--- src/hw/rtl/polygon_perimeter_macros.svh ---
// Assertion macros shared by the polygon perimeter RTL.
`ifndef POLYGON_PERIMETER_MACROS_SVH
`define POLYGON_PERIMETER_MACROS_SVH

`ifndef SYNTHESIS
// Same-cycle implication, disabled during reset.
`define PP_ASSERT_NOW(lbl, clk, rst_n, ante, cons, msg) \
  lbl: assert property (@(posedge clk) disable iff (!rst_n) (ante) |-> (cons)) else $error(msg);
// Next-cycle implication, disabled during reset.
`define PP_ASSERT_NEXT(lbl, clk, rst_n, ante, cons, msg) \
  lbl: assert property (@(posedge clk) disable iff (!rst_n) (ante) |=> (cons)) else $error(msg);
`else
`define PP_ASSERT_NOW(lbl, clk, rst_n, ante, cons, msg)
`define PP_ASSERT_NEXT(lbl, clk, rst_n, ante, cons, msg)
`endif

`endif

--- src/hw/rtl/polyper_pkg.sv ---
// Shared constants for the polygon perimeter block.
package polyper_pkg;

  localparam int unsigned SUM_BITS = 40;
  localparam logic [SUM_BITS-1:0] SUM_MAX = {SUM_BITS{1'b1}};

endpackage

--- src/hw/rtl/polygon_perimeter.sv ---
// Vertices: the first vertex of a longer polygon is taken with no stall; a lone vertex stalls
// the input while its result loads into the output register. Any other vertex runs the
// bit-serial square (one multiplier bit a cycle) and then the digit-by-digit root (one root bit
// a cycle), then adds the root to the sum.
// A last vertex runs the closing edge too, then loads the result once the output register is free.
// Throughput: one vertex at a time; the next is taken as soon as the edge work ends.
// Reset: asynchronous, clears the polygon state, the sequencer and the output valid.
`include "polygon_perimeter_macros.svh"

module polygon_perimeter #(
  parameter int unsigned COORD_BITS = 16,
  parameter int unsigned FRAC_BITS  = 8
) (
  input  logic                                 clk_i,
  input  logic                                 rst_ni,
  input  logic                                 in_valid_i,
  output logic                                 in_stall_o,
  input  logic signed [COORD_BITS-1:0]         x_coord_i,
  input  logic signed [COORD_BITS-1:0]         y_coord_i,
  input  logic                                 last_vertex_i,
  output logic                                 out_valid_o,
  input  logic                                 out_stall_i,
  output logic [polyper_pkg::SUM_BITS-1:0]     perimeter_o,
  output logic                                 overflowed_o
);
  import polyper_pkg::*;

  // radicand = (dx^2 + dy^2) << 2*FRAC_BITS, padded to an even width
  localparam int unsigned SQ_BITS   = 2 * COORD_BITS + 1;
  localparam int unsigned RAD_RAW   = SQ_BITS + 2 * FRAC_BITS;
  localparam int unsigned RAD_BITS  = RAD_RAW + (RAD_RAW % 2);
  localparam int unsigned ROOT_BITS = RAD_BITS / 2;
  localparam int unsigned REM_BITS  = ROOT_BITS + 2;
  localparam int unsigned CNT_BITS  = $clog2(ROOT_BITS + 1);
  localparam int unsigned EXT_BITS  = ((ROOT_BITS > SUM_BITS) ? ROOT_BITS : SUM_BITS) + 1;

  typedef enum logic [2:0] {
    ST_IDLE,
    ST_SQR,
    ST_ROOT,
    ST_ADD,
    ST_CLOSE,
    ST_OUT
  } state_e;

  function automatic logic [COORD_BITS-1:0] abs_diff(input logic signed [COORD_BITS-1:0] a,
                                                    input logic signed [COORD_BITS-1:0] b);
    logic signed [COORD_BITS:0] d;
    logic [COORD_BITS:0]        m;
    begin
      d = (COORD_BITS+1)'(a) - (COORD_BITS+1)'(b);
      m = d[COORD_BITS] ? (COORD_BITS+1)'(-d) : (COORD_BITS+1)'(d);
      abs_diff = m[COORD_BITS-1:0];
    end
  endfunction

  state_e                         state_q;
  logic                           have_first_q;
  logic                           last_q;
  logic                           close_pend_q;
  logic signed [COORD_BITS-1:0]   first_x_q, first_y_q, prev_x_q, prev_y_q;
  logic [SUM_BITS-1:0]            sum_q;
  logic                           sat_q;
  logic [COORD_BITS-1:0]          mx_q, my_q;
  logic [SQ_BITS-1:0]             cx_q, cy_q, acc_q;
  logic [RAD_BITS-1:0]            rad_q;
  logic [REM_BITS-1:0]            rem_q;
  logic [ROOT_BITS-1:0]           root_q;
  logic [CNT_BITS-1:0]            cnt_q;
  logic                           out_valid_q;
  logic                           out_ovf_q;
  logic [SUM_BITS-1:0]            out_perim_q;

  logic                           in_take;
  logic                           out_take;
  logic [COORD_BITS-1:0]          dx_new, dy_new, dx_close, dy_close;
  logic [SQ_BITS-1:0]             acc_d;
  logic [REM_BITS-1:0]            rem_sh, trial;
  logic                           root_bit;
  logic [EXT_BITS-1:0]            sum_ext;

  assign in_stall_o   = (state_q != ST_IDLE);
  assign in_take      = in_valid_i && !in_stall_o;
  assign out_take     = out_valid_q && !out_stall_i;
  assign out_valid_o  = out_valid_q;
  assign perimeter_o  = out_perim_q;
  assign overflowed_o = out_ovf_q;

  assign dx_new   = abs_diff(x_coord_i, prev_x_q);
  assign dy_new   = abs_diff(y_coord_i, prev_y_q);
  assign dx_close = abs_diff(prev_x_q, first_x_q);
  assign dy_close = abs_diff(prev_y_q, first_y_q);

  // one multiplier bit of each square per cycle
  assign acc_d = acc_q + (mx_q[0] ? cx_q : '0) + (my_q[0] ? cy_q : '0);

  // one root bit per cycle: bring down two radicand bits, try root*4+1
  assign rem_sh   = {rem_q[ROOT_BITS-1:0], rad_q[RAD_BITS-1 -: 2]};
  assign trial    = {root_q, 2'b01};
  assign root_bit = (rem_sh >= trial);

  assign sum_ext = EXT_BITS'(sum_q) + EXT_BITS'(root_q);

  always_ff @(posedge clk_i or negedge rst_ni) begin
    if (!rst_ni) begin
      state_q      <= ST_IDLE;
      have_first_q <= 1'b0;
      last_q       <= 1'b0;
      close_pend_q <= 1'b0;
      first_x_q    <= '0;
      first_y_q    <= '0;
      prev_x_q     <= '0;
      prev_y_q     <= '0;
      sum_q        <= '0;
      sat_q        <= 1'b0;
      mx_q         <= '0;
      my_q         <= '0;
      cx_q         <= '0;
      cy_q         <= '0;
      acc_q        <= '0;
      rad_q        <= '0;
      rem_q        <= '0;
      root_q       <= '0;
      cnt_q        <= '0;
      out_valid_q  <= 1'b0;
      out_ovf_q    <= 1'b0;
      out_perim_q  <= '0;
    end else begin
      // the result state sets the valid itself
      if (out_take && (state_q != ST_OUT)) begin
        out_valid_q <= 1'b0;
      end
      case (state_q)
        ST_IDLE: begin
          if (in_take) begin
            prev_x_q     <= x_coord_i;
            prev_y_q     <= y_coord_i;
            last_q       <= last_vertex_i;
            close_pend_q <= last_vertex_i;
            if (!have_first_q) begin
              first_x_q    <= x_coord_i;
              first_y_q    <= y_coord_i;
              have_first_q <= 1'b1;
              // a lone vertex closes on itself with length zero
              state_q      <= last_vertex_i ? ST_OUT : ST_IDLE;
            end else begin
              mx_q    <= dx_new;
              my_q    <= dy_new;
              cx_q    <= SQ_BITS'(dx_new);
              cy_q    <= SQ_BITS'(dy_new);
              acc_q   <= '0;
              cnt_q   <= CNT_BITS'(COORD_BITS);
              state_q <= ST_SQR;
            end
          end
        end
        ST_SQR: begin
          acc_q <= acc_d;
          mx_q  <= mx_q >> 1;
          my_q  <= my_q >> 1;
          cx_q  <= cx_q << 1;
          cy_q  <= cy_q << 1;
          if (cnt_q == CNT_BITS'(1)) begin
            rad_q   <= RAD_BITS'(acc_d) << (2 * FRAC_BITS);
            rem_q   <= '0;
            root_q  <= '0;
            cnt_q   <= CNT_BITS'(ROOT_BITS);
            state_q <= ST_ROOT;
          end else begin
            cnt_q <= cnt_q - 1'b1;
          end
        end
        ST_ROOT: begin
          rad_q  <= rad_q << 2;
          rem_q  <= root_bit ? (rem_sh - trial) : rem_sh;
          root_q <= {root_q[ROOT_BITS-2:0], root_bit};
          cnt_q  <= cnt_q - 1'b1;
          if (cnt_q == CNT_BITS'(1)) begin
            state_q <= ST_ADD;
          end
        end
        ST_ADD: begin
          // saturate at the top of the sum and stick there
          if (sum_ext > EXT_BITS'(SUM_MAX)) begin
            sum_q <= SUM_MAX;
            sat_q <= 1'b1;
          end else begin
            sum_q <= sum_ext[SUM_BITS-1:0];
          end
          if (close_pend_q) begin
            state_q <= ST_CLOSE;
          end else if (last_q) begin
            state_q <= ST_OUT;
          end else begin
            state_q <= ST_IDLE;
          end
        end
        ST_CLOSE: begin
          close_pend_q <= 1'b0;
          mx_q         <= dx_close;
          my_q         <= dy_close;
          cx_q         <= SQ_BITS'(dx_close);
          cy_q         <= SQ_BITS'(dy_close);
          acc_q        <= '0;
          cnt_q        <= CNT_BITS'(COORD_BITS);
          state_q      <= ST_SQR;
        end
        ST_OUT: begin
          // hold until the output register is free, then drop the polygon state
          if (!out_valid_q || out_take) begin
            out_valid_q  <= 1'b1;
            out_perim_q  <= sum_q;
            out_ovf_q    <= sat_q;
            have_first_q <= 1'b0;
            last_q       <= 1'b0;
            close_pend_q <= 1'b0;
            first_x_q    <= '0;
            first_y_q    <= '0;
            prev_x_q     <= '0;
            prev_y_q     <= '0;
            sum_q        <= '0;
            sat_q        <= 1'b0;
            state_q      <= ST_IDLE;
          end
        end
        default: begin
          state_q <= ST_IDLE;
        end
      endcase
    end
  end

  `PP_ASSERT_NOW(a_ovf_means_max, clk_i, rst_ni, out_valid_o && overflowed_o, perimeter_o == SUM_MAX, "overflow flag without saturated perimeter")
  `PP_ASSERT_NOW(a_sat_sticks, clk_i, rst_ni, sat_q, sum_q == SUM_MAX, "saturated sum left its maximum")
  `PP_ASSERT_NOW(a_fresh_polygon, clk_i, rst_ni, !have_first_q, (sum_q == '0) && !sat_q, "sum not cleared before first vertex")
  `PP_ASSERT_NEXT(a_root_to_add, clk_i, rst_ni, (state_q == ST_ROOT) && (cnt_q == CNT_BITS'(1)), state_q == ST_ADD, "root did not finish into accumulate")

endmodule
--- config.mk ---
export PLATFORM = sky130hd
export DESIGN_NAME = polygon_perimeter
export DESIGN_NICKNAME = d
export VERILOG_FILES = /design/src/hw/rtl/polyper_pkg.sv /design/src/hw/rtl/polygon_perimeter.sv
export VERILOG_INCLUDE_DIRS = /design/src /design/src/hw/rtl
export SDC_FILE = /design/constraint.sdc
export NUM_CORES = 1
export LEC_CHECK = 0
export BUFFER_PORTS_ARGS = -buffer_cell sky130_fd_sc_hd__buf_2
export CELL_PAD_IN_SITES_DETAIL_PLACEMENT = 0
export CELL_PAD_IN_SITES_GLOBAL_PLACEMENT = 1
export CORE_ASPECT_RATIO = 0.75
export CORE_MARGIN = 3
export CORE_UTILIZATION = 49
export CTS_BUF_LIST = sky130_fd_sc_hd__clkbuf_16
export DETAILED_ROUTE_END_ITERATION = 7
export PLACE_DENSITY = 0.82
export SETUP_SLACK_MARGIN = 0.3
export SLEW_MARGIN = 20
export SYNTH_ARGS = -nofsm -noshare
export SYNTH_HDL_FRONTEND = slang
export SYNTH_SLANG_ARGS = --single-unit
--- constraint.sdc ---
create_clock -name clk_i -period 5.2 [get_ports clk_i]
set_input_delay 1.56 -clock clk_i [delete_from_list [all_inputs] [get_ports clk_i]]
set_output_delay 1.56 -clock clk_i [all_outputs]
set_load 0.01 [all_outputs]
Word level (Yosys, flattened, before mapping)
Cells that the tools add are included.
{"block": "word_totals", "out_inout_bits": 43, "latchBits": 0, "memories": 0, "mem_bits_rw": 0, "word_cells": 142, "rom_bits": 0, "reg_bits": 389, "in_bits": 37}
{"block": "classes", "n_div": 0, "n_lt_le_gt_ge": 2, "n_bitwise": 0, "n_mux": 66, "n_reduce_logical": 25, "n_addsub": 13, "n_shift": 0, "mul": 0, "eq_ne": 14}
{"operator": "case mux 33 bit (3 select lines)", "count": 3}
{"operator": "two-way mux 33 bit", "count": 8}
{"operator": "two-way mux 16 bit", "count": 15}
{"operator": "case mux 16 bit (2 select lines)", "count": 4}
{"operator": "case mux 25 bit (2 select lines)", "count": 2}
{"operator": "case mux 50 bit (2 select lines)", "count": 1}
{"operator": "case mux 16 bit (3 select lines)", "count": 2}
{"operator": "two-way mux 40 bit", "count": 2}
{"operator": "case mux 40 bit (2 select lines)", "count": 1}
{"operator": "two-way mux 25 bit", "count": 3}
{"operator": "subtractor 16 x 16 -> 17 bit", "count": 4}
{"operator": "adder 33 bit", "count": 2}
{"operator": "negation 16 bit", "count": 4}
{"operator": "two-way mux 50 bit", "count": 1}
{"operator": "adder 40 x 25 -> 41 bit", "count": 1}
{"operator": "greater-than comparator 41 x 40 -> 1 bit (second input constant)", "count": 1}
{"operator": ">= comparator 27 bit", "count": 1}
{"operator": "subtractor 25 bit", "count": 1}
{"operator": "two-way mux 3 bit", "count": 8}
{"operator": "case mux 5 bit (4 select lines)", "count": 1}
{"operator": "case mux 3 bit (6 select lines)", "count": 1}
{"operator": "two-way mux 5 bit", "count": 3}
{"operator": "AND reduction 3 bit", "count": 5}
{"operator": "!= test 2 bit (second input constant)", "count": 7}
{"operator": "18 further kinds", "count": 39}

Logic depth before layout (Yosys ltp)
{"block": "depth", "word_depth": 6, "mapped_depth": 16, "ltp_nobuf": 15}

Least setup slack after synthesis
OpenSTA, ideal clock, no wires.
{"block": "synth_path", "kind": "input to register", "from": "input y_coord_i[0]", "to": "register my_q[2]", "required_time_ns": 5.068, "t_arrival_ns": 4.434, "path_stages": 16, "setup_time_ns": 0.132, "path_slack_ns": 0.633, "n_path_buf": 1, "path_cell_list": "inv_1 -> ha_1 -> inv_1 -> fa_1 -> a21o_1 -> a22oi_1 -> a211oi_2 -> a221o_1 -> a21o_1 -> a2111oi_4 -> a21oi_2 -> buf_2 -> nor2_1 -> xnor2_1 -> a221oi_1 -> a21oi_1"}
{"block": "synth_between", "elab_chain_len": 6}
{"element": "from (decl)", "line_no": "polygon_perimeter.sv:19", "source": "input logic signed [COORD_BITS-1:0] y_coord_i,"}
{"element": "subtractor 16 x 16 -> 17 bit (*)", "line_no": "polygon_perimeter.sv:51", "source": "d = (COORD_BITS+1)'(a) - (COORD_BITS+1)'(b);"}
{"element": "negation 16 bit", "line_no": "polygon_perimeter.sv:52", "source": "m = d[COORD_BITS] ? (COORD_BITS+1)'(-d) : (COORD_BITS+1)'(d);"}
{"element": "two-way mux 16 bit (*)", "line_no": "polygon_perimeter.sv:52"}
{"element": "two-way mux 16 bit (*)", "line_no": "polygon_perimeter.sv:140", "source": "if (!have_first_q) begin"}
{"element": "two-way mux 16 bit (*)", "line_no": "polygon_perimeter.sv:135", "source": "if (in_take) begin"}
{"element": "case mux 16 bit (3 select lines) (*)", "line_no": "polygon_perimeter.sv:133", "source": "case (state_q)"}
{"element": "to (signal assigned)", "line_no": "polygon_perimeter.sv:148", "source": "my_q <= dy_new;"}
{"element": "to (signal assigned)", "line_no": "polygon_perimeter.sv:160", "source": "my_q <= my_q >> 1;"}
{"element": "to (signal assigned)", "line_no": "polygon_perimeter.sv:201", "source": "my_q <= dy_close;"}
{"element": "to (decl)", "line_no": "polygon_perimeter.sv:64", "source": "logic [COORD_BITS-1:0] mx_q, my_q;"}
Mark *: on every way between the ends. The rest lies on a longest branch, timed or not. The select of a mux whose other input is x is not followed.
A chain may end at the register's enable or synchronous reset.

Worst setup path in the final report
{"block": "layout_path", "from": "register mx_q[0]", "to": "register rad_q[47]"}
{"block": "layout_between", "elab_chain_len": 5}
{"element": "from (decl)", "line_no": "polygon_perimeter.sv:64"}
{"element": "from (signal assigned)", "line_no": "polygon_perimeter.sv:147", "source": "mx_q <= dx_new;"}
{"element": "from (signal assigned)", "line_no": "polygon_perimeter.sv:159", "source": "mx_q <= mx_q >> 1;"}
{"element": "from (signal assigned)", "line_no": "polygon_perimeter.sv:200", "source": "mx_q <= dx_close;"}
{"element": "two-way mux 33 bit", "line_no": "polygon_perimeter.sv:95", "source": "assign acc_d = acc_q + (mx_q[0] ? cx_q : '0) + (my_q[0] ? cy_q : '0);"}
{"element": "adder 33 bit (2 in series)", "line_no": "polygon_perimeter.sv:95"}
{"element": "two-way mux 50 bit", "line_no": "polygon_perimeter.sv:163", "source": "if (cnt_q == CNT_BITS'(1)) begin"}
{"element": "case mux 50 bit (2 select lines)", "line_no": "polygon_perimeter.sv:133"}
{"element": "to (signal assigned)", "line_no": "polygon_perimeter.sv:164", "source": "rad_q <= RAD_BITS'(acc_d) << (2 * FRAC_BITS);"}
{"element": "to (signal assigned)", "line_no": "polygon_perimeter.sv:174", "source": "rad_q <= rad_q << 2;"}
{"element": "to (decl)", "line_no": "polygon_perimeter.sv:66", "source": "logic [RAD_BITS-1:0] rad_q;"}
No other way between the ends. The select of a mux whose other input is x is not followed.

==> impl_metrics.csv <==
group,metric,value,unit
clock_tree,cts_hold_repair.buffers,0,
setup_path,cell_breakdown_of_the_critical_path,"and2_1, fa_1, ha_1, fa_1, a21oi_1, o21ai_0, a21oi_1, o21ai_0, a221o_1, a41o_1, a41o_1, o31ai_2, o21ai_0, xnor2_1, o21ai_1",
timing,fin_tns_setup,0,ns
job,cap_viol_max_count,0,
setup_path,timing.critical_path.slowest_cell_delay,0.47,ns
layout,area_growth,9.648,%
detailed_routing,drt-pass1-iter-count,5,
setup_path,cp_slowest_cell,"sky130_fd_sc_hd__dfrtp_2",
clock_tree,tritoncts,"done",
timing,max-slew-margin-rel,0.3582,
detailed_routing,first_iter_violations,1701,
logic_synthesis,yosys.area.top_type_share,0.3759,
timing,setup_viol_count_final,0,
detailed_routing,drt_antenna_net_count,0,
layout,final_layout_size_suffix_gt1_frac,0.08201,
logic_synthesis,synth-edff-count,0,
logic_synthesis,post-synth-top-count-cell,"sky130_fd_sc_hd__nand2_1",
detailed_routing,routedWlPerCell,18.03,µm
detailed_routing,remaining_drc_errors,0,
clock_tree,cts.sink_count,373,
layout,count_of_antenna_diodes_in_the_layout,0,
global_routing,largest_net_degree_at_the_start_of_global_routing,114,
timing,post-route-min-period,4.471,ns
die,ioPinCount,80,
run_status,run_status,"complete, no violations",
timing,timing.final.max_slew_violations,0,
die,core_area,49400,µm²
hold_path,min_path_type,"flop to flop",
die,floorplan.die.width,266.0,µm
timing,clock_skew,0.02461,ns
layout,layout.nets,3087,
detailed_routing,detailroute.via_count,20810,
logic_synthesis,yosys_warnings,0,
timing,setup_repair_after_global_routing_missed_its_margin,"false",
place,io_buffers,79,
clock_tree,clk_pin_slew_worst_paths,0.06,ns
setup_path,startpoint_type,"flop",
detailed_routing,avgViaCountPerCell,5.882,
setup_path,crit_type,"flop to flop",
timing,fmax,0.2237,GHz
logic_synthesis,synth_fp_nets,3066,
logic_synthesis,synth.area.top_cells,"sky130_fd_sc_hd__dfrtp_1 (38%), sky130_fd_sc_hd__ha_1 (7.7%), sky130_fd_sc_hd__nand2_1 (6.3%)",
logic_synthesis,commonest_cells_in_the_synthesized_netlist,"sky130_fd_sc_hd__nand2_1 (417), sky130_fd_sc_hd__dfrtp_1 (373), sky130_fd_sc_hd__o21ai_0 (225)",
die,initial_core_util,0.5027,
place,dp_hpwl,45870,µm
setup_path,critical_path_peak_fanout,14,
logic_synthesis,yosysUniqueCellTypes,103,
setup_path,critical_path_arrival,4.88,ns
global_routing,grt_antenna_before_repair,1,
clock_tree,cts_buffer_depth,3,
logic_synthesis,synthArstFlopShare,1.000,
setup_path,path_common_cell,"sky130_fd_sc_hd__o21ai_0",
timing,worst_pin_slew,0.9506,ns
logic_synthesis,number_of_storage_elements_in_the_synthesis_netlist,373,
timing,final_min_period_over_clock_period,0.8598,
global_routing,first_global_vias,20070,
detailed_routing,route.final.wire_length,63800,µm
logic_synthesis,post_synthesis_average_cell_area,8.750,µm²
clock_tree,cts_resized,0,
global_routing,grt_pass1_wl,106400,µm
place,gp_congestion,0.9187,
logic_synthesis,synth_sequential_area_ratio,0.3759,
logic_synthesis,area_of_the_mapped_netlist,24830,µm²
timing,hold_viol,0,
logic_synthesis,postSynth.topFlopCell,"sky130_fd_sc_hd__dfrtp_1",
logic_synthesis,postSynthCellCount,2838,
setup_path,critical_path.endpoint_type,"flop",
clock_tree,ctsHtreeMaxLevel,2,
logic_synthesis,synth_top_area_cell,"sky130_fd_sc_hd__dfrtp_1",
global_routing,grt_overflow_total,0,
clock_tree,cts_made_buffers,41,
clock_tree,insertion_delay,0.57,ns
die,dieArea,53450,µm²
global_routing,grt_use_total,0.2397,
die,die-height,201.0,µm
setup_path,required,5.61,ns
die,placement_rows,70,
clock_tree,clock-root-buffer,"sky130_fd_sc_hd__clkbuf_16",
clock_tree,post_cts.repair.setup_buffers,0,
kinds of logic (layout without fill, tap and decap cells):
kind of cell               Yosys count  count (layout)  synth area share
and+or+nand+nor                    979             979            0.1830
AOI/OAI and AO/OA                  846             846            0.2288
DFF                                373             373            0.3759
buffers and inverters              275             327           0.04257
adders and majority gates          191             191            0.1077
xor gates and xnor gates           163             163           0.05749
muxes                               11              11          0.004535
per-layer routing:
layer / global-route usage / routed length (µm)
met5: 0 / 9
met4: 0.04795 / 1033
met3: 0.02978 / 3165
met1: 0.3860 / 33360
met2: 0.3420 / 26230
flip-flops by register name (all words and copies together) (netlist names):
name / count
last_q: 1
cx_q: 33
out_valid_o: 1
rem_q: 25
overflowed_o: 1
prev_y_q: 16
first_y_q: 16
sat_q: 1
mx_q: 16
first_x_q: 16
sum_q: 40
prev_x_q: 16
cy_q: 33
my_q: 16
rad_q: 34
perimeter_o: 40
have_first_q: 1
close_pend_q: 1
acc_q: 33
state_q: 3
cnt_q: 5
root_q: 25
per-stage QoR:
| step | std cells | worst slack (ns) | util | cell area [µm²] | hold slack (ns) |
|---|---|---|---|---|---|
| 2_1_floorplan | 2838 | 0.6332 | - | 24830 | 0.4386 |
| 3_3_place_gp | 3464 | 0.2263 | 0.5235 | 25860 | 0.4528 |
| 3_5_place_dp | 3464 | 0.1843 | 0.5236 | 25860 | 0.4544 |
| 4_1_cts | 3538 | 0.5628 | 0.5510 | 27220 | 0.4730 |
| 5_1_grt | 3538 | 0.4075 | 0.5512 | 27230 | 0.4971 |
| 6_report | 3538 | 0.7292 | 0.5512 | 27230 | 0.4667 |
final timing paths:
check                                     start         endpoint  slack [ns]  depth (start not counted)
min in group asynchronous                rst_ni     first_x_q[5]        0.90                          1
max in group asynchronous                rst_ni        sum_q[10]        3.15                          2
worst min-delay path            perimeter_o[22]  perimeter_o[22]        0.47                          2
worst max register to register          mx_q[0]        rad_q[47]        0.73                         15
worst min register to register  perimeter_o[22]  perimeter_o[22]        0.47                          2
worst max-delay path                    mx_q[0]        rad_q[47]        0.73                         15
placed cells by master (no fill, tap or decap), types with 25 or more instances in the layout:
cell | synthesis | layout
sky130_fd_sc_hd__inv_1 | 137 | 145
sky130_fd_sc_hd__o22a_1 | 30 | 30
sky130_fd_sc_hd__a21oi_1 | 171 | 170
sky130_fd_sc_hd__buf_2 | 10 | 78
sky130_fd_sc_hd__a21o_1 | 51 | 51
sky130_fd_sc_hd__o211ai_1 | 26 | 26
sky130_fd_sc_hd__and2_1 | 74 | 73
sky130_fd_sc_hd__o21ai_0 | 225 | 225
sky130_fd_sc_hd__and3_1 | 49 | 49
sky130_fd_sc_hd__xnor2_1 | 103 | 103
sky130_fd_sc_hd__nand2_1 | 417 | 416
sky130_fd_sc_hd__xor2_1 | 60 | 60
sky130_fd_sc_hd__fa_1 | 38 | 38
sky130_fd_sc_hd__a22oi_1 | 42 | 42
sky130_fd_sc_hd__o21a_1 | 33 | 33
sky130_fd_sc_hd__nor3_1 | 33 | 32
sky130_fd_sc_hd__nand3_1 | 112 | 112
sky130_fd_sc_hd__dfrtp_1 | 373 | 372
sky130_fd_sc_hd__a22o_1 | 48 | 48
sky130_fd_sc_hd__nor2_1 | 177 | 174
sky130_fd_sc_hd__a31oi_1 | 25 | 25
sky130_fd_sc_hd__buf_4 | 1 | 34
sky130_fd_sc_hd__ha_1 | 153 | 153
sky130_fd_sc_hd__clkbuf_16 | 0 | 43
worst max-delay path: cells and delay by family (launching register included):
| kind | cells | cell delay (ns) |
|---|---|---|
| AND/OR/NAND/NOR | 1 | 0.21 |
| XOR/XNOR | 1 | 0.22 |
| flip-flops | 1 | 0.47 |
| adder cells (fa/ha/maj) | 3 | 1.14 |
| AO/OA/AOI/OAI | 10 | 2.28 |
area by class of cell:
cell class / count / area (µm²)
clock buffer: 43 / 1076
clock inverter: 31 / 275.3
fill: 4538 / 22170
inverter: 138 / 518.0
multi-input combinational: 2190 / 14510
sequential: 373 / 9335
tap: 648 / 810.8
timing repair buffer: 115 / 700.7
Power is not shown: default switching activity piles up to over one toggle a cycle in this logic, so the estimate is an artifact.
